**src/hw/rtl/lmfe_pkg.sv**
```systemverilog
// Package for the LIN master frame engine: payload structs, the queue entry
// that links the front and back parts, symbol and status codes, PID and checksum helpers.
// No dependencies.
package lmfe_pkg;

    // Largest data length a receive uses; longer requests are clamped to it.
    localparam int unsigned MAX_DATA_BYTES = 8;

    // Depth of the queue between the front and back parts.
    localparam int unsigned CMD_FIFO_DEPTH = 4;
    localparam int unsigned CMD_PTR_W      = $clog2(CMD_FIFO_DEPTH);
    localparam int unsigned CMD_CNT_W      = $clog2(CMD_FIFO_DEPTH + 1);

    // Request types.
    localparam logic [1:0] REQ_SEND = 2'd0;
    localparam logic [1:0] REQ_RECV = 2'd1;
    localparam logic [1:0] REQ_LINE = 2'd2;
    localparam logic [1:0] REQ_TICK = 2'd3;

    // Result symbol kinds.
    localparam logic [1:0] KIND_BREAK   = 2'd0;
    localparam logic [1:0] KIND_TX_BYTE = 2'd1;
    localparam logic [1:0] KIND_RX_DATA = 2'd2;
    localparam logic [1:0] KIND_STATUS  = 2'd3;

    // Frame status codes.
    localparam logic [2:0] ST_NONE      = 3'd0;
    localparam logic [2:0] ST_OK        = 3'd1;
    localparam logic [2:0] ST_CKSUM_ERR = 3'd2;
    localparam logic [2:0] ST_TIMEOUT   = 3'd3;
    localparam logic [2:0] ST_REFUSED   = 3'd4;

    localparam logic [7:0] SYNC_BYTE       = 8'h55;
    localparam logic [7:0] TIMEOUT_DEFAULT = 8'hFF;
    localparam logic [7:0] TICK_MAX        = 8'hFF;

    // Bit positions in the symbol mask, in emission order.
    localparam int unsigned SYM_BREAK  = 0;
    localparam int unsigned SYM_SYNC   = 1;
    localparam int unsigned SYM_PID    = 2;
    localparam int unsigned SYM_BYTE   = 3;
    localparam int unsigned SYM_CKSUM  = 4;
    localparam int unsigned SYM_STATUS = 5;
    localparam int unsigned SYM_COUNT  = 6;

    typedef struct packed {
        logic [1:0] req_type;
        logic [5:0] frame_id;
        logic [7:0] data_byte;
        logic       first_byte;
        logic       last_byte;
        logic [3:0] receive_length;
    } t_in_req;

    typedef struct packed {
        logic [1:0] symbol_kind;
        logic [7:0] symbol_byte;
        logic [2:0] frame_status;
        logic       last_of_run;
    } t_out_res;

    // One queue entry: which symbols a request produces and their values.
    typedef struct packed {
        logic [SYM_COUNT-1:0] sym_mask;
        logic [7:0]           pid;
        logic [1:0]           byte_kind;
        logic [7:0]           byte_val;
        logic [7:0]           cksum;
        logic [2:0]           status;
    } t_cmd;

    // Protected identifier: two parity bits above the six-bit id.
    function automatic logic [7:0] make_pid(input logic [5:0] id);
        logic p0;
        logic p1;
        p0 = id[0] ^ id[1] ^ id[2] ^ id[4];
        p1 = ~(id[1] ^ id[3] ^ id[4] ^ id[5]);
        return {p1, p0, id};
    endfunction

    // Eight-bit add with end-around carry.
    function automatic logic [7:0] add_carry(input logic [7:0] a, input logic [7:0] b);
        logic [8:0] s;
        s = {1'b0, a} + {1'b0, b};
        return s[8] ? (s[7:0] + 8'd1) : s[7:0];
    endfunction

endpackage

```
**src/hw/rtl/lin_master_frame_engine_top.sv**
```systemverilog
// Top level of the LIN master frame engine: front part, run queue and back part.
// Depends on lmfe_pkg, lmfe_front, lmfe_queue and lmfe_back.
//
// Usage: requests enter through a queue-style port. A request is taken at a
// rising edge where i_push is high and o_full is low. Results leave through a
// queue-style port: while o_empty is low the oldest result is on o_pop_data,
// and it is removed at an edge where i_pop is high.
// Each request yields zero to five results (break, sync, PID, data byte,
// checksum, or a status), the last of them flagged with last_of_run.
// The front part updates the frame state in the cycle a request is taken, so
// a request may follow in every cycle while the queue has room. The back part
// emits one result per cycle while its output is not held. A request with
// results yields one to five of them (a full send frame byte with header and
// checksum yields five). With the back part idle, the first result of a
// request reaches o_pop_data at the clock edge after the one that takes the
// request.
// When the receiver holds off popping, results wait in the output register,
// the back part stops, and the four-entry run queue absorbs further requests
// before o_full rises. The timeout register is written through i_cfg_wr_en /
// i_cfg_wr_data. Synchronous reset clears the control state, empties the
// queue and sets the timeout to 255 ticks.
module lin_master_frame_engine_top
    import lmfe_pkg::*;
(
    input  logic       i_clk,
    input  logic       i_rst_n,
    input  logic       i_cfg_wr_en,
    input  logic [7:0] i_cfg_wr_data,
    input  logic       i_push,
    output logic       o_full,
    input  t_in_req    i_push_data,
    input  logic       i_pop,
    output logic       o_empty,
    output t_out_res   o_pop_data
);

    logic accept;
    logic cmd_push;
    t_cmd cmd_in;
    logic q_empty;
    t_cmd q_head;
    logic head_pop;

    // A request is taken whenever the run queue has room.
    assign accept = i_push && !o_full;

    lmfe_front u_front (
        .i_clk         (i_clk),
        .i_rst_n       (i_rst_n),
        .i_cfg_wr_en   (i_cfg_wr_en),
        .i_cfg_wr_data (i_cfg_wr_data),
        .i_accept      (accept),
        .i_req         (i_push_data),
        .o_cmd_push    (cmd_push),
        .o_cmd         (cmd_in)
    );

    // Requests that produce results are queued as a symbol run.
    lmfe_queue u_queue (
        .i_clk   (i_clk),
        .i_rst_n (i_rst_n),
        .i_push  (cmd_push),
        .i_data  (cmd_in),
        .i_pop   (head_pop),
        .o_full  (o_full),
        .o_empty (q_empty),
        .o_data  (q_head)
    );

    // The back part walks each run and drives the result register.
    lmfe_back u_back (
        .i_clk        (i_clk),
        .i_rst_n      (i_rst_n),
        .i_head_valid (!q_empty),
        .i_head       (q_head),
        .o_head_pop   (head_pop),
        .i_pop        (i_pop),
        .o_empty      (o_empty),
        .o_res        (o_pop_data)
    );

endmodule

```
**src/hw/rtl/lmfe_front.sv**
```systemverilog
// Front part of the LIN master frame engine: holds the frame state, takes
// requests, updates the sums and counters and builds queue entries. Uses lmfe_pkg.
module lmfe_front
    import lmfe_pkg::*;
(
    input  logic       i_clk,
    input  logic       i_rst_n,
    input  logic       i_cfg_wr_en,
    input  logic [7:0] i_cfg_wr_data,
    input  logic       i_accept,
    input  t_in_req    i_req,
    output logic       o_cmd_push,
    output t_cmd       o_cmd
);

    logic [7:0] r_timeout, n_timeout;
    logic [7:0] r_send_sum, n_send_sum;
    logic       r_busy, n_busy;
    logic [1:0] r_echo, n_echo;
    logic [3:0] r_count, n_count;
    logic [3:0] r_exp_len, n_exp_len;
    logic [7:0] r_recv_sum, n_recv_sum;
    logic [7:0] r_tick, n_tick;

    logic [7:0] pid;
    logic [7:0] send_base;
    logic [7:0] send_next;
    logic [7:0] tick_inc;
    logic [7:0] limit;
    t_cmd       cmd;

    always_comb begin
        pid       = make_pid(i_req.frame_id);
        send_base = i_req.first_byte ? pid : r_send_sum;
        send_next = add_carry(send_base, i_req.data_byte);
        tick_inc  = (r_tick != TICK_MAX) ? (r_tick + 8'd1) : r_tick;
        limit     = (r_timeout == 8'd0) ? 8'd1 : r_timeout;

        n_timeout  = i_cfg_wr_en ? i_cfg_wr_data : r_timeout;
        n_send_sum = r_send_sum;
        n_busy     = r_busy;
        n_echo     = r_echo;
        n_count    = r_count;
        n_exp_len  = r_exp_len;
        n_recv_sum = r_recv_sum;
        n_tick     = r_tick;

        cmd           = '0;
        cmd.pid       = pid;
        cmd.byte_kind = KIND_TX_BYTE;
        cmd.byte_val  = i_req.data_byte;
        cmd.cksum     = ~send_next;

        case (i_req.req_type)
            REQ_SEND: begin
                cmd.sym_mask[SYM_BREAK] = i_req.first_byte;
                cmd.sym_mask[SYM_SYNC]  = i_req.first_byte;
                cmd.sym_mask[SYM_PID]   = i_req.first_byte;
                cmd.sym_mask[SYM_BYTE]  = 1'b1;
                cmd.sym_mask[SYM_CKSUM] = i_req.last_byte;
                n_send_sum              = send_next;
            end
            REQ_RECV: begin
                if (r_busy) begin
                    cmd.sym_mask[SYM_STATUS] = 1'b1;
                    cmd.status               = ST_REFUSED;
                end else begin
                    cmd.sym_mask[SYM_BREAK] = 1'b1;
                    cmd.sym_mask[SYM_SYNC]  = 1'b1;
                    cmd.sym_mask[SYM_PID]   = 1'b1;
                    n_busy     = 1'b1;
                    n_echo     = 2'd2;
                    n_count    = 4'd0;
                    n_exp_len  = (i_req.receive_length > 4'(MAX_DATA_BYTES))
                               ? 4'(MAX_DATA_BYTES) : i_req.receive_length;
                    n_recv_sum = pid;
                    n_tick     = 8'd0;
                end
            end
            REQ_LINE: begin
                if (r_busy) begin
                    if (r_echo != 2'd0) begin
                        n_echo = r_echo - 2'd1;
                    end else if (r_count < r_exp_len) begin
                        cmd.sym_mask[SYM_BYTE] = 1'b1;
                        cmd.byte_kind          = KIND_RX_DATA;
                        n_recv_sum = add_carry(r_recv_sum, i_req.data_byte);
                        n_count    = r_count + 4'd1;
                    end else begin
                        cmd.sym_mask[SYM_STATUS] = 1'b1;
                        cmd.status = (~r_recv_sum == i_req.data_byte) ? ST_OK : ST_CKSUM_ERR;
                        n_busy     = 1'b0;
                    end
                end
            end
            REQ_TICK: begin
                if (r_busy) begin
                    n_tick = tick_inc;
                    if (tick_inc >= limit) begin
                        cmd.sym_mask[SYM_STATUS] = 1'b1;
                        cmd.status               = ST_TIMEOUT;
                        n_busy                   = 1'b0;
                    end
                end
            end
            default: begin
                cmd.sym_mask = '0;
            end
        endcase
    end

    assign o_cmd      = cmd;
    assign o_cmd_push = i_accept && (cmd.sym_mask != '0);

    always_ff @(posedge i_clk) begin
        if (!i_rst_n) begin
            r_timeout  <= TIMEOUT_DEFAULT;
            r_send_sum <= 8'd0;
            r_busy     <= 1'b0;
            r_echo     <= 2'd0;
            r_count    <= 4'd0;
            r_exp_len  <= 4'd0;
            r_recv_sum <= 8'd0;
            r_tick     <= 8'd0;
        end else begin
            r_timeout <= n_timeout;
            if (i_accept) begin
                r_send_sum <= n_send_sum;
                r_busy     <= n_busy;
                r_echo     <= n_echo;
                r_count    <= n_count;
                r_exp_len  <= n_exp_len;
                r_recv_sum <= n_recv_sum;
                r_tick     <= n_tick;
            end
        end
    end

endmodule

```
**src/hw/rtl/lmfe_queue.sv**
```systemverilog
// Short queue of pending symbol runs between the front and back parts.
// Uses lmfe_pkg for the entry type and depth.
module lmfe_queue
    import lmfe_pkg::*;
(
    input  logic i_clk,
    input  logic i_rst_n,
    input  logic i_push,
    input  t_cmd i_data,
    input  logic i_pop,
    output logic o_full,
    output logic o_empty,
    output t_cmd o_data
);

    t_cmd                 r_mem [CMD_FIFO_DEPTH];
    logic [CMD_PTR_W-1:0] r_wr_ptr;
    logic [CMD_PTR_W-1:0] r_rd_ptr;
    logic [CMD_CNT_W-1:0] r_count;

    assign o_full  = (r_count == CMD_CNT_W'(CMD_FIFO_DEPTH));
    assign o_empty = (r_count == '0);
    assign o_data  = r_mem[r_rd_ptr];

    always_ff @(posedge i_clk) begin
        if (i_push) begin
            r_mem[r_wr_ptr] <= i_data;
        end
    end

    always_ff @(posedge i_clk) begin
        if (!i_rst_n) begin
            r_wr_ptr <= '0;
            r_rd_ptr <= '0;
            r_count  <= '0;
        end else begin
            if (i_push) begin
                r_wr_ptr <= r_wr_ptr + CMD_PTR_W'(1);
            end
            if (i_pop) begin
                r_rd_ptr <= r_rd_ptr + CMD_PTR_W'(1);
            end
            if (i_push && !i_pop) begin
                r_count <= r_count + CMD_CNT_W'(1);
            end else if (!i_push && i_pop) begin
                r_count <= r_count - CMD_CNT_W'(1);
            end
        end
    end

endmodule

```
**src/hw/rtl/lmfe_back.sv**
```systemverilog
// Back part of the LIN master frame engine: expands queue entries into line
// symbols, one per unstalled cycle, into the result register. Uses lmfe_pkg.
module lmfe_back
    import lmfe_pkg::*;
(
    input  logic     i_clk,
    input  logic     i_rst_n,
    input  logic     i_head_valid,
    input  t_cmd     i_head,
    output logic     o_head_pop,
    input  logic     i_pop,
    output logic     o_empty,
    output t_out_res o_res
);

    logic [SYM_COUNT-1:0] r_mask;
    t_cmd                 r_cmd;
    logic                 r_out_valid;
    t_out_res             r_out;

    logic                 use_head;
    logic [SYM_COUNT-1:0] cur_mask;
    t_cmd                 cur_cmd;
    logic [SYM_COUNT-1:0] sel;
    logic [SYM_COUNT-1:0] rem;
    logic                 out_ready;
    logic                 emit;
    t_out_res             res;

    always_comb begin
        use_head  = (r_mask == '0);
        cur_mask  = use_head ? (i_head_valid ? i_head.sym_mask : '0) : r_mask;
        cur_cmd   = use_head ? i_head : r_cmd;
        // Lowest pending symbol goes out first.
        sel       = cur_mask & (~cur_mask + SYM_COUNT'(1));
        rem       = cur_mask & ~sel;
        out_ready = !r_out_valid || i_pop;
        emit      = out_ready && (cur_mask != '0);

        res              = '0;
        res.last_of_run  = (rem == '0);
        if (sel[SYM_BREAK]) begin
            res.symbol_kind = KIND_BREAK;
        end else if (sel[SYM_SYNC]) begin
            res.symbol_kind = KIND_TX_BYTE;
            res.symbol_byte = SYNC_BYTE;
        end else if (sel[SYM_PID]) begin
            res.symbol_kind = KIND_TX_BYTE;
            res.symbol_byte = cur_cmd.pid;
        end else if (sel[SYM_BYTE]) begin
            res.symbol_kind = cur_cmd.byte_kind;
            res.symbol_byte = cur_cmd.byte_val;
        end else if (sel[SYM_CKSUM]) begin
            res.symbol_kind = KIND_TX_BYTE;
            res.symbol_byte = cur_cmd.cksum;
        end else begin
            res.symbol_kind  = KIND_STATUS;
            res.frame_status = cur_cmd.status;
        end
    end

    assign o_head_pop = emit && use_head;
    assign o_empty    = !r_out_valid;
    assign o_res      = r_out;

    always_ff @(posedge i_clk) begin
        if (emit) begin
            r_out <= res;
            if (use_head) begin
                r_cmd <= i_head;
            end
        end
    end

    always_ff @(posedge i_clk) begin
        if (!i_rst_n) begin
            r_mask      <= '0;
            r_out_valid <= 1'b0;
        end else begin
            if (emit) begin
                r_mask <= rem;
            end
            if (out_ready) begin
                r_out_valid <= emit;
            end
        end
    end

endmodule
```
**config.mk**
```make
export PLATFORM = sky130hd
export DESIGN_NAME = lin_master_frame_engine_top
export DESIGN_NICKNAME = d
export VERILOG_FILES = /design/src/hw/rtl/lmfe_pkg.sv /design/src/hw/rtl/lin_master_frame_engine_top.sv /design/src/hw/rtl/lmfe_front.sv /design/src/hw/rtl/lmfe_queue.sv /design/src/hw/rtl/lmfe_back.sv
export SDC_FILE = /design/constraint.sdc
export NUM_CORES = 1
export LEC_CHECK = 0
export CAP_MARGIN = 10
export CORE_UTILIZATION = 35
export CTS_CLUSTER_SIZE = 10
export DETAILED_ROUTE_END_ITERATION = 7
export DONT_BUFFER_PORTS = 1
export HOLD_SLACK_MARGIN = 0.12
export PLACE_DENSITY = 0.58
export SYNTH_ARGS = -nofsm -noshare
export SYNTH_HDL_FRONTEND = slang
export SYNTH_SLANG_ARGS = --single-unit
```
**constraint.sdc**
```tcl
create_clock -name i_clk -period 6.9 [get_ports i_clk]
set_input_delay 0.69 -clock i_clk [delete_from_list [all_inputs] [get_ports i_clk]]
set_output_delay 0.69 -clock i_clk [all_outputs]
set_load 0.01 [all_outputs]
```
== Word level (Yosys, flattened, before mapping) ==
Memory sizes are Yosys's and may differ from the RTL's. A register that Yosys moved wholly into a read port is not among the register bits.
Cells that the tools add are included.

* Add/sub/neg operators: 12
* Multipliers: 0
* Divide/modulo/power cells: 0
* $lt $le $gt $ge: 3
* Eq/ne operators: 12
* Shift-type cells: 0
* Muxes and demuxes: 68
* Bitwise operators: 14
* Reduce and logical (&&, ||, !) cells: 32

{| class="wikitable"
|+ Operators with widths
! operator !! number
|-
| 8-bit 2-to-1 mux || 12
|-
| 8-bit one-hot mux with 2 select lines || 2
|-
| 29-bit 2-to-1 mux || 1
|-
| 8-bit by 1-bit adder with 8-bit output, second input constant || 3
|-
| 2-bit 2-to-1 mux || 12
|-
| 3-bit 2-to-1 mux || 8
|-
| 4-bit 2-to-1 mux || 5
|-
| 8-bit by 8-bit adder with 9-bit output || 2
|-
| 9-bit 2-to-1 mux || 2
|-
| 1-bit 2-to-1 mux || 16
|-
| 8-bit NOT || 2
|-
| 6-bit AND || 2
|-
| 6-bit logical NOT || 2
|-
| 6-bit 2-to-1 mux || 2
|-
| 6-bit NOT || 2
|-
| 6-bit nonzero test || 2
|-
| 10-bit 2-to-1 mux || 1
|-
| 3-bit one-hot mux with 3 select lines || 1
|-
| 8-bit == test || 1
|-
| 8-bit >= comparator || 1
|-
| 8-bit logical NOT || 1
|-
| 2-bit by 1-bit inequality test with 1-bit output, second input constant || 4
|-
| 8-bit inequality test, second input constant || 1
|-
| 4-bit one-hot mux with 2 select lines || 1
|-
| other kinds (33) || 55
|}

* Register bits: 100
* Bits in latches: 0
* Bits in writable memories: 140
* Bits in read-only memories: 0
* Input bits: 35
* Output and inout port bits: 16
* Logic and storage cells: 166
* Memories: 1

{| class="wikitable"
|+ Memory list
! name !! words !! width !! read ports !! clocked after memory_dff !! write ports !! line !! source
|-
| u_queue.r_mem || 4 || 35 || 1 || 1 || 1 || lmfe_queue.sv:16 || <nowiki>t_cmd r_mem [CMD_FIFO_DEPTH];</nowiki>
|}

== Longest topological paths before layout ==
Gate-level depths: netlist (run 1).

* Word-level depth: 12
* Depth in mapped cells: 19

== Cells and area by module ==
Synthesis (run 1) repeated with hierarchy kept, for this count alone.

* Cell total of the unflattened synthesis: 857
* Area, all modules: 11,587.4 um^2

{| class="wikitable"
|+ By module, submodules not included
! module !! times used !! cells an instance !! area each (um^2)
|-
| lmfe_queue || 1 || 226 || 5,547.8
|-
| lmfe_front || 1 || 441 || 3,594.7
|-
| lmfe_back || 1 || 188 || 2,427.3
|-
| lin_master_frame_engine_top || 1 || 2 || 17.5
|}

== Worst setup path after synthesis (run 1) ==
Ideal clock, no wire load.

* Path type: register -> register
* From: register u_front.r_tick[3]
* To: memory u_queue.r_mem[0][0] (netlist name), enable pin
* Library setup time: 0.474 ns
* Data arrival time: 4.973 ns
* Required time: 6.426 ns
* Slack: 1.453 ns
* Cell stages (with the launch flop): 12
* Clock period less this slack: 5.447 ns
* Cell sequence: dfxtp_1 clkbuf_1 nand4_1 nor3_1 mux2_2 ha_1 nand2_1 o21ai_0 a41oi_1 o21ai_0 o21bai_1 a21boi_0

* Longest elaborated chain between the ends: 10
* Elaborated cells between the ends (all ways): 11
* Classes of those cells: 1 x add/sub; 1 x order compare; 1 x eq/ne; 6 x mux; 2 x reduce/logical

{| class="wikitable"
|+ Ends and longest elaborated chain
! what !! line !! source
|-
| start, declared || lmfe_front.sv:23 || <nowiki>logic [7:0] r_tick, n_tick;</nowiki>
|-
| start signal, assigned || lmfe_front.sv:134 || <nowiki>r_tick <= n_tick;</nowiki>
|-
| 8-bit by 1-bit adder with 8-bit output / 8-bit inequality test (equally long branches) || lmfe_front.sv:36 || <nowiki>tick_inc = (r_tick != TICK_MAX) ? (r_tick + 8'd1) : r_tick;</nowiki>
|-
| 8-bit 2-to-1 mux * || lmfe_front.sv:36 ||
|-
| 8-bit >= comparator * || lmfe_front.sv:99 || <nowiki>if (tick_inc >= limit) begin</nowiki>
|-
| 1-bit 2-to-1 mux * || lmfe_front.sv:99 ||
|-
| 1-bit 2-to-1 mux * || lmfe_front.sv:97 || <nowiki>if (r_busy) begin</nowiki>
|-
| 1-bit one-hot mux with 3 select lines * || lmfe_front.sv:54 || <nowiki>case (i_req.req_type)</nowiki>
|-
| 6-bit nonzero test * || lmfe_front.sv:113 || <nowiki>assign o_cmd_push = i_accept && (cmd.sym_mask != '0);</nowiki>
|-
| 1-bit logical AND * || lmfe_front.sv:113 ||
|-
| 1-bit 2-to-1 mux * || lmfe_queue.sv:26 || <nowiki>if (i_push) begin</nowiki>
|-
| 1-bit 2-to-1 mux (not written as such) * || lmfe_queue.sv:27 || <nowiki>r_mem[r_wr_ptr] <= i_data;</nowiki>
|-
| end, declared || lmfe_queue.sv:16 ||
|}

Every way passes the cells marked *; elsewhere a longest branch is shown, timed or not.

== Worst setup path after layout (run 1) ==
* From: register u_front.r_tick[3]
* To: register u_queue.r_count[2]

* Longest elaborated chain between the ends: 11
* Elaborated cells between the ends (all ways): 14
* Classes of those cells: 1 x add/sub; 1 x order compare; 1 x eq/ne; 5 x mux; 6 x reduce/logical

{| class="wikitable"
|+ Ends and longest elaborated chain
! what !! line !! source
|-
| 8-bit by 1-bit adder with 8-bit output / 8-bit inequality test (equally long branches) || lmfe_front.sv:36 ||
|-
| 8-bit 2-to-1 mux * || lmfe_front.sv:36 ||
|-
| 8-bit >= comparator * || lmfe_front.sv:99 ||
|-
| 1-bit 2-to-1 mux * || lmfe_front.sv:99 ||
|-
| 1-bit 2-to-1 mux * || lmfe_front.sv:97 ||
|-
| 1-bit one-hot mux with 3 select lines * || lmfe_front.sv:54 ||
|-
| 6-bit nonzero test * || lmfe_front.sv:113 ||
|-
| 1-bit logical AND * || lmfe_front.sv:113 ||
|-
| named net cmd_push || lin_master_frame_engine_top.sv:38 || <nowiki>logic cmd_push;</nowiki>
|-
| 1-bit logical NOT || lmfe_queue.sv:45 || <nowiki>end else if (!i_push && i_pop) begin</nowiki>
|-
| 1-bit logical AND || lmfe_queue.sv:45 ||
|-
| 2-bit nonzero test (no line) || n/a ||
|-
| end signal, assigned || lmfe_queue.sv:44 || <nowiki>r_count <= r_count + CMD_CNT_W'(1);</nowiki>
|-
| end signal, assigned || lmfe_queue.sv:46 || <nowiki>r_count <= r_count - CMD_CNT_W'(1);</nowiki>
|-
| end, declared || lmfe_queue.sv:19 || <nowiki>logic [CMD_CNT_W-1:0] r_count;</nowiki>
|}

The timed path passes the listed nets; every way through them passes the cells marked *.
A chain may end at the register's enable or synchronous reset.

==> results of run 1 <==
## synth_stat cells, types with 4 or more instances
library cell,instances
nand4_1,9
and3_1,9
nor2b_1,9
a21oi_1,39
nor2_1,61
ha_1,37
nand3_1,19
inv_1,28
a211oi_1,13
xnor2_1,15
buf_4,5
dfxtp_1,58
a22oi_1,4
or3_1,6
o21a_1,5
or2_2,6
mux4_2,32
nor3b_1,6
clkbuf_1,20
o31ai_1,4
buf_2,7
nor4_1,4
a31oi_1,7
o21ai_0,29
a211o_1,4
o311ai_0,5
mux2_2,23
o211ai_1,17
xor2_1,14
nor3_1,15
a21boi_0,5
nand2_1,109
edfxtp_1,175
and2_1,7
mux2i_1,12
nand2b_1,9
## routing by layer
metal / global-route usage / part of all wire / up-vias
met5: 0 / 0 / -
met4: 0.0379 / 0.018 / 0
met3: 0.0238 / 0.041 / 27
met2: 0.240 / 0.47 / 119
met1: 0.210 / 0.48 / 3382
li1: - / - / 3397
## area by class of cell
type                            instances  area, sq um  area share
Multi-Input combinational cell        594         4510       0.363
Sequential cell                       233         6420       0.517
Inverter                               29          109     0.00878
Clock inverter                          2         12.5     0.00101
Tap cell                              402          503      0.0405
Timing Repair Buffer                   12         90.1     0.00726
Clock buffer                           48          764      0.0616
## power by group
part | internal (mW) | switching [mW]
registers | 1.97 | 0.124
logic | 0.628 | 1.07
clock network | 0.741 | 0.519
total | 3.34 | 1.72
## sequential cells by signal, indices dropped and copies added (netlist names), 5 cells and up, named ones only
| signal | flops |
|---|---|
| u_queue.r_mem | 132 |
| u_back.r_mask | 5 |
| u_front.r_timeout | 8 |
| u_front.r_tick | 8 |
| u_front.r_recv_sum | 8 |
| u_back.o_res | 14 |
| u_front.r_send_sum | 8 |
| u_back.r_cmd | 29 |
## logic make-up after synthesis
| family | after synthesis | synth area share |
|---|---|---|
| and+or+nand+nor | 289 | 0.127 |
| xor gates and xnor gates | 29 | 0.0228 |
| AOI/OAI and AO/OA | 169 | 0.104 |
| buffers and inverters | 66 | 0.0260 |
| DFF | 233 | 0.575 |
| adders and majority gates | 40 | 0.0469 |
| muxes | 67 | 0.0986 |
## final timing paths
kind,slack [ns],from,endpoint,cells after the start
worst min-delay path,0.23,i_rst_n,u_front.r_timeout[0],1
worst max-delay path,2.29,u_front.r_tick[3],u_queue.r_count[2],18
worst min register to register,0.47,u_front.r_echo[0],u_front.r_echo[0],2
worst max register to register,2.29,u_front.r_tick[3],u_queue.r_count[2],18
## stage by stage
stage | utilization | setup slack [ns]
global placement | 0.369 | 2.43
floorplan | - | 1.45
global route | 0.394 | 1.81
CTS | 0.394 | 2.30
finish | 0.394 | 2.29
detailed placement | 0.369 | 2.30
## cells in the final DEF, fill, tap and decap left out, types with 17 or more instances in the layout
cell type | synthesis | routed
clkbuf_16 | 0 | 27
ha_1 | 37 | 37
mux4_2 | 32 | 32
inv_1 | 28 | 28
edfxtp_1 | 175 | 175
dfxtp_1 | 58 | 57
nand2_1 | 109 | 109
nand3_1 | 19 | 19
a21oi_1 | 39 | 39
o211ai_1 | 17 | 17
o21ai_0 | 29 | 29
nor2_1 | 61 | 60
clkbuf_1 | 20 | 20
mux2_2 | 23 | 23
==> impl_summary.md, run 1 <==
Run status
The flow ran to the end, and the final reports show no timing, DRC or antenna violations.

Die
The overall die height is 181 um. The die is 181 um wide. The floorplan has 65 rows.

The die covers 32600 sq um. The core region is 31500 sq um. For this configuration, the core starts out at a cell density of 0.355.

The count of boundary I/O pins is between 50 and 60.

Timing
In the final timing run, aggregate negative setup slack is 0 ns. The worst hold slack is 0.234 ns. Setup repair after global routing left no endpoint under its margin. The total count of hold-check failures in the final report is 0. At the pin with the least slew margin, the transition time is between 0.8 and 0.9 ns. The shortest clock period the worst path allows after layout is 4.61 ns.

Headroom to the max-slew limit came out at 0.418. Setup violations remaining at the end of the flow were counted as 0. The achievable frequency is 217 MHz.

Of the available clock period, the critical path in the final layout requires 0.668. The number of slew-limit violations in the final report is 0. Across the routed clock network, the largest skew measured is approximately 0.021 ns.

Clock network
The clock root buffer is clkbuf_16. The number of H-tree levels is 1. TritonCTS created 27 clock buffers. The post-cts sizing count is 0. The tree built by TritonCTS fans out to 233 sinks. The clock passes through at most 3 buffers. For this design, the CTS-stage hold fixing added 0 buffers. The clock edge transition at the registers on the reported setup and hold paths is 0.06 ns. The clock insertion delay at the later pin of the skew report is 0.53 ns.

In this run the post-CTS setup repair buffer count came out at 0. TritonCTS built the clock tree.

Setup path
The maximum fanout count along the critical path is 9. Together, buffers and inverters on the worst path number 1. The nature of the critical path startpoint is a register.

The slowest stage cell on the critical path is o21bai_1. Broken down by cell family, the worst path's largest delay share belongs to compound AO/OA/AOI/OAI gates. STA puts the critical path data arrival time at 5.07 ns.

In this design, the stage delay of the slowest critical-path cell is 0.72 ns. The endpoint type of the worst setup path is a register. Traced cell by cell, the critical path runs through nand4_1, nor3_1, nor2_1, nand3_1, xnor2_1, ha_1, a21oi_1, o21ai_0, a41oi_1, o21ai_0, o21bai_1, nand2_1, ha_1, inv_1, fa_1, xor2_1, or3_1, a21oi_1. Data on the critical path is required at its endpoint by 7.36 ns. The type of the worst setup path is register to register.

Routing
The first detailed-routing pass ran for 5 iterations. The number of DRC violations after detailed-routing iteration 0 is 477. Using the TritonRoute via totals, the vias-per-cell ratio works out to 5.25.

After detailed routing, the average wire length per cell comes to 18.2 um. After detailed routing, the number of remaining DRC violations is 0. The final wirelength is 24000 um. The overall via count from detail_route is 6925. Once detail routing completed, the nets flagged for antenna violations numbered 0.

Global routing
For this run, the total global-route usage over all layers was measured as 0.149. The remaining global-route overflow is 0. The global-route wire length before repair is 38700 um.

The via count of the first global-routing pass is 6944. The pin count of the biggest net entering global routing is 45. The initial antenna violation count is 0.

Logic synthesis
After synthesis, the share of flip-flops with an asynchronous set or reset is 0. The main flop type after synthesis is edfxtp_1. By area the synthesized netlist is led by edfxtp_1 (47%), dfxtp_1 (10%), mux4_2 (6.5%), ha_1 (4.1%), nand2_1 (3.7%). The synthesized net count is 968.

The post-synthesis instance area is 11200 sq um. Of the post-synthesis cell area, the dominant cell type holds 0.471. In the synthesized netlist, the number of instances is 893. Synthesis inferred 233 register bits. The sequential-to-total area share from yosys stat is 0.575. The synthesized area divided by synthesized cell count is 12.5 sq um. The top cell type by total area after synthesis is edfxtp_1. The Yosys warning count is 0. Counting flops with a built-in enable in the synthesized netlist gives 175.

The distinct cell type count of the synthesized netlist is 77.

Hold path
The tightest min-delay check is of the input pin to register type.

Layout
From synthesis to final layout, the design area changed by 11.2%. With fillers left out, the area of the finished cells amounts to between 10000 and 15000 sq um. The number of antenna diodes in the final layout is 0. For this run, the number of standard cells in the final layout without fillers is 1320. In the final layout, the share of cells above drive strength 1 is 0.138. Fill cells in the final layout number 2957. The total number of nets in the final design is between 900 and 1000.

Flow run
The tool flagged a number of max-cap violations equal to 0.

Placement
The number of placed instances, taps included, is 1270. At the end of routability-driven placement, the weighted congestion stood at 0.820. The placed standard-cell area is around 12000 sq um.

After legalization and detailed placement, the total HPWL measured 16600 um. Buffers placed on the I/O ports in this run total 0.

Pwr
Across the VDD grid, the largest voltage drop is 0.000294 V. The total power is 5.06 mW. The leakage component of the power is between 4 and 5 nW. For this design the ratio of total power to cell area is 408 nW/um^2.
Note: power is estimated with default switching activity, not from simulation.
==> inputs of run 2 (changes only) <==
--- a/config.mk
+++ b/config.mk
@@ -11,7 +11,7 @@
 export DETAILED_ROUTE_END_ITERATION = 7
 export DONT_BUFFER_PORTS = 1
 export HOLD_SLACK_MARGIN = 0.12
-export PLACE_DENSITY = 0.58
+export PLACE_DENSITY = 0.6
 export SYNTH_ARGS = -nofsm -noshare
 export SYNTH_HDL_FRONTEND = slang
 export SYNTH_SLANG_ARGS = --single-unit
==> constraint.sdc (replaced) <==
create_clock -name i_clk -period 3.79 [get_ports i_clk]
set_input_delay 0.379 -clock i_clk [delete_from_list [all_inputs] [get_ports i_clk]]
set_output_delay 0.379 -clock i_clk [all_outputs]
set_load 0.01 [all_outputs]
==> impl_summary.md, run 2 (synthesis gave the netlist of run 1 again) <==
Run status
The run finished with clean final reports.

Pwr
The combinational power share is 0.350. The internal power of the cells totals 6.13 mW. The sequential cell fraction of total power is 0.404.

The clock share of power is 0.246. In this run the power spent charging and discharging nets is around 3.3 mW. The share of total power consumed by net switching is 0.347.

In this run the power density over the cells is 727 nW/um^2. The worst-case IR drop observed on VDD is 0.000367 V. The leakage component of the power is 4.61 nW.

Setup path
The worst setup path is launched from a register. The slowest stage cell on the critical path is fa_1. The required time reported for the critical path endpoint is 4.25 ns. The dominant delay contributor by cell family on the critical path is adder cells.

The number of cells on the worst reg-to-reg path is 17. STA classifies the critical path endpoint as a register. Walking the worst path, the cells encountered are ha_2, nand2_2, nor3_4, mux2_4, ha_1, nand2_1, o21ai_2, a41oi_2, o21ai_2, o21bai_1, nand2_1, ha_1, inv_1, fa_1, xor2_1, or3_1, a21oi_1. The arrival time of the worst setup path is 4.04 ns.

The launch point of the worst path is u_front.r_tick[1]. The capture point of the worst reg-to-reg path is u_queue.r_count[2]. The critical path endpoint is u_queue.r_count[2].

Along the worst path, the maximum fanout reaches 5. Across all register-to-register paths, the minimum setup slack is 0.21 ns. The type of the worst setup path is register to register. The number of gates on the worst path with buffers counted is 17. The beginning of the worst register-to-register path is u_front.r_tick[1]. The largest single stage delay on the critical path is 0.38 ns. Counting both buffers and inverters, the worst setup path holds a total of 1.

Layout
In the final layout, the share of cells above drive strength 1 is 0.157. In the layout the commonest cells are edfxtp_1 (175), nand2_1 (108), nor2_1 (59). For this run, the share of the core covered by cells in the final layout is 0.411. Counting flops per register, the top entry is u_queue.r_mem.

The register with the most flip-flops in the layout has roughly 130 of them. The most common cell after layout, fill and taps aside is edfxtp_1. The layout overhead on the synthesized area is 15.8%. The antenna diode count is 0. The total number of nets in the final design is 1018. The filler cell count in the final layout is 2886.

Global routing
The pin count of the biggest net entering global routing is 45. The remaining global-route overflow is 0. The via count of the first global-routing pass came to 7133. The global-route wire length before repair is 40700 um.

The total global-route track usage is 0.158. The initial antenna violation count is 0.

Die
The initial core utilization is 0.355. The total area inside the core boundary comes to 31500 sq um. Measured along the x axis, the die boundary spans 181 um. Measured along the y axis, the die boundary spans around 180 um. In this run the count of I/O pins placed on the die edge is about 50. The floorplan has 65 rows. The total die area is between 30000 and 40000 sq um.

Placement
Before CTS, the worst setup slack after placement is 0.00942 ns. The detailed placer's ending HPWL is around 17000 um. The final weighted congestion of routability-driven global placement is slightly above 0.8.

The count of buffers added on input and output ports is 0.

Clock network
For this design, the sink count on the clock tree is 233. The CTS tree is yes. The tree is rooted in a clkbuf_16. The number of H-tree levels is 1. The clock insertion delay at the later pin of the skew report is about 0.53 ns.

The clock passes through at most 3 buffers. The clock buffer count from CTS is 27. The clock edge transition at the registers on the reported setup and hold paths is 0.06 ns.

Timing
Of the available clock period, the critical path in the final layout requires 0.943. The achievable frequency is 280 MHz. The relative slew slack is 0.559. The number of slew-limit violations in the final report is 0. The post-route clock skew is 0.0138 ns. The total count of hold-check failures in the final report is 0.

The transition time of the tightest slew-check pin is 0.660 ns. The shortest clock period the worst path allows after layout is between 3 and 4 ns. Setup violations remaining at the end of the flow were counted as 0. Across all setup checks in the final design, the least slack found is 0.215 ns.

Adding up every negative setup slack in the final design gives 0 ns.

Routing
Wires add up to around 26000 um. The iteration count of the initial detailed-routing pass is 5. The count of nets left with antenna violations after detail routing is 0. The final route contains 7273 vias. The post-route DRC violation count is 0. After detailed routing, the average wire length per cell comes to 18.7 um. After the first detailed-routing iteration, the DRC count stood at around 470. After detailed routing, the number of vias per cell comes to ~5.3.

Hold path
The path class of the tightest hold or removal check is input pin to register.

Flow run
The max-capacitance violation count is 0.
## run 2: cell types whose count changed in the layout (fill, tap and decap cells not counted), sizes merged
cell / change
clkinv: +1
dlygate4sd3: +30
clkbuf: -2
buf: +16
## run 2: how the worst min path moves through the flow
stage	cells after the start	end	startpoint	slack (ns)
after global routing	2	u_front.r_timeout[1]	i_rst_n	0.13
after CTS	2	u_front.r_timeout[2]	i_rst_n	0.12
after global placement	1	u_front.r_timeout[0]	i_rst_n	0.45
after detailed placement	1	u_front.r_timeout[0]	i_rst_n	0.45
final	2	u_front.r_timeout[6]	i_rst_n	0.14
after floorplan	2	u_front.r_echo[1]	u_front.r_echo[1]	0.44
## run 2: through the flow
stage                     hold slack (ns)  cell area (sq um)  power, mW  std cells
after global routing                0.131              12900       9.95       1365
after floorplan                     0.440              11200       6.31        893
after detailed placement            0.449              11800       7.11       1283
after global placement              0.446              11800       7.05       1283
final                               0.142              12900       9.39       1365
after CTS                           0.120              12900       9.49       1363
## run 2: cell type report
cell class / instances / area, sq um / share of cell area
multi-input cells: 594 / 4550 / 0.352
well taps: 402 / 503 / 0.0389
clock buffers: 46 / 757 / 0.0586
inverters: 29 / 109 / 0.00842
repair buffers: 58 / 573 / 0.0443
flip-flops and latches: 233 / 6420 / 0.497
clock inverters: 3 / 16.3 / 0.00126
## run 2: power by group through the flow
| stage | clock, mW | sequential, mW | combinational [mW] |
|---|---|---|---|
| 5_1_grt | 2.46 | 3.84 | 3.65 |
| 4_1_cts | 2.37 | 3.80 | 3.32 |
| 3_5_place_dp | 0 | 3.85 | 3.25 |
| 2_1_floorplan | 0 | 3.79 | 2.52 |
| 3_3_place_gp | 0 | 3.84 | 3.21 |
| 6_report | 2.31 | 3.80 | 3.29 |
## run 2: worst reg2reg max path: stages, from the launching register on
cell and delay, ns:
dfxtp_2 0.35, ha_2 0.21, nand2_2 0.10, nor3_4 0.27
mux2_4 0.34, ha_1 0.29, nand2_1 0.06, o21ai_2 0.12
a41oi_2 0.14, o21ai_2 0.18, o21bai_1 0.09, nand2_1 0.09
ha_1 0.18, inv_1 0.06, fa_1 0.38, xor2_1 0.18
or3_1 0.32, a21oi_1 0.14
## run 2: what timing repair did
item,CTS,global route
resized for setup,1,10
hold buffers,31,0
endpoints found under the setup margin,1,2
pin swaps,0,4
endpoints found under the hold margin,98,0
buffers inserted,0,2
## run 2: per-layer routing
layer | up-vias | GRT usage | share of wire
li1 | 3490 | - | -
met1 | 3598 | 0.215 | 0.46
met2 | 138 | 0.260 | 0.47
met3 | 47 | 0.0243 | 0.043
met4 | 0 | 0.0506 | 0.025
met5 | - | 0 | 0
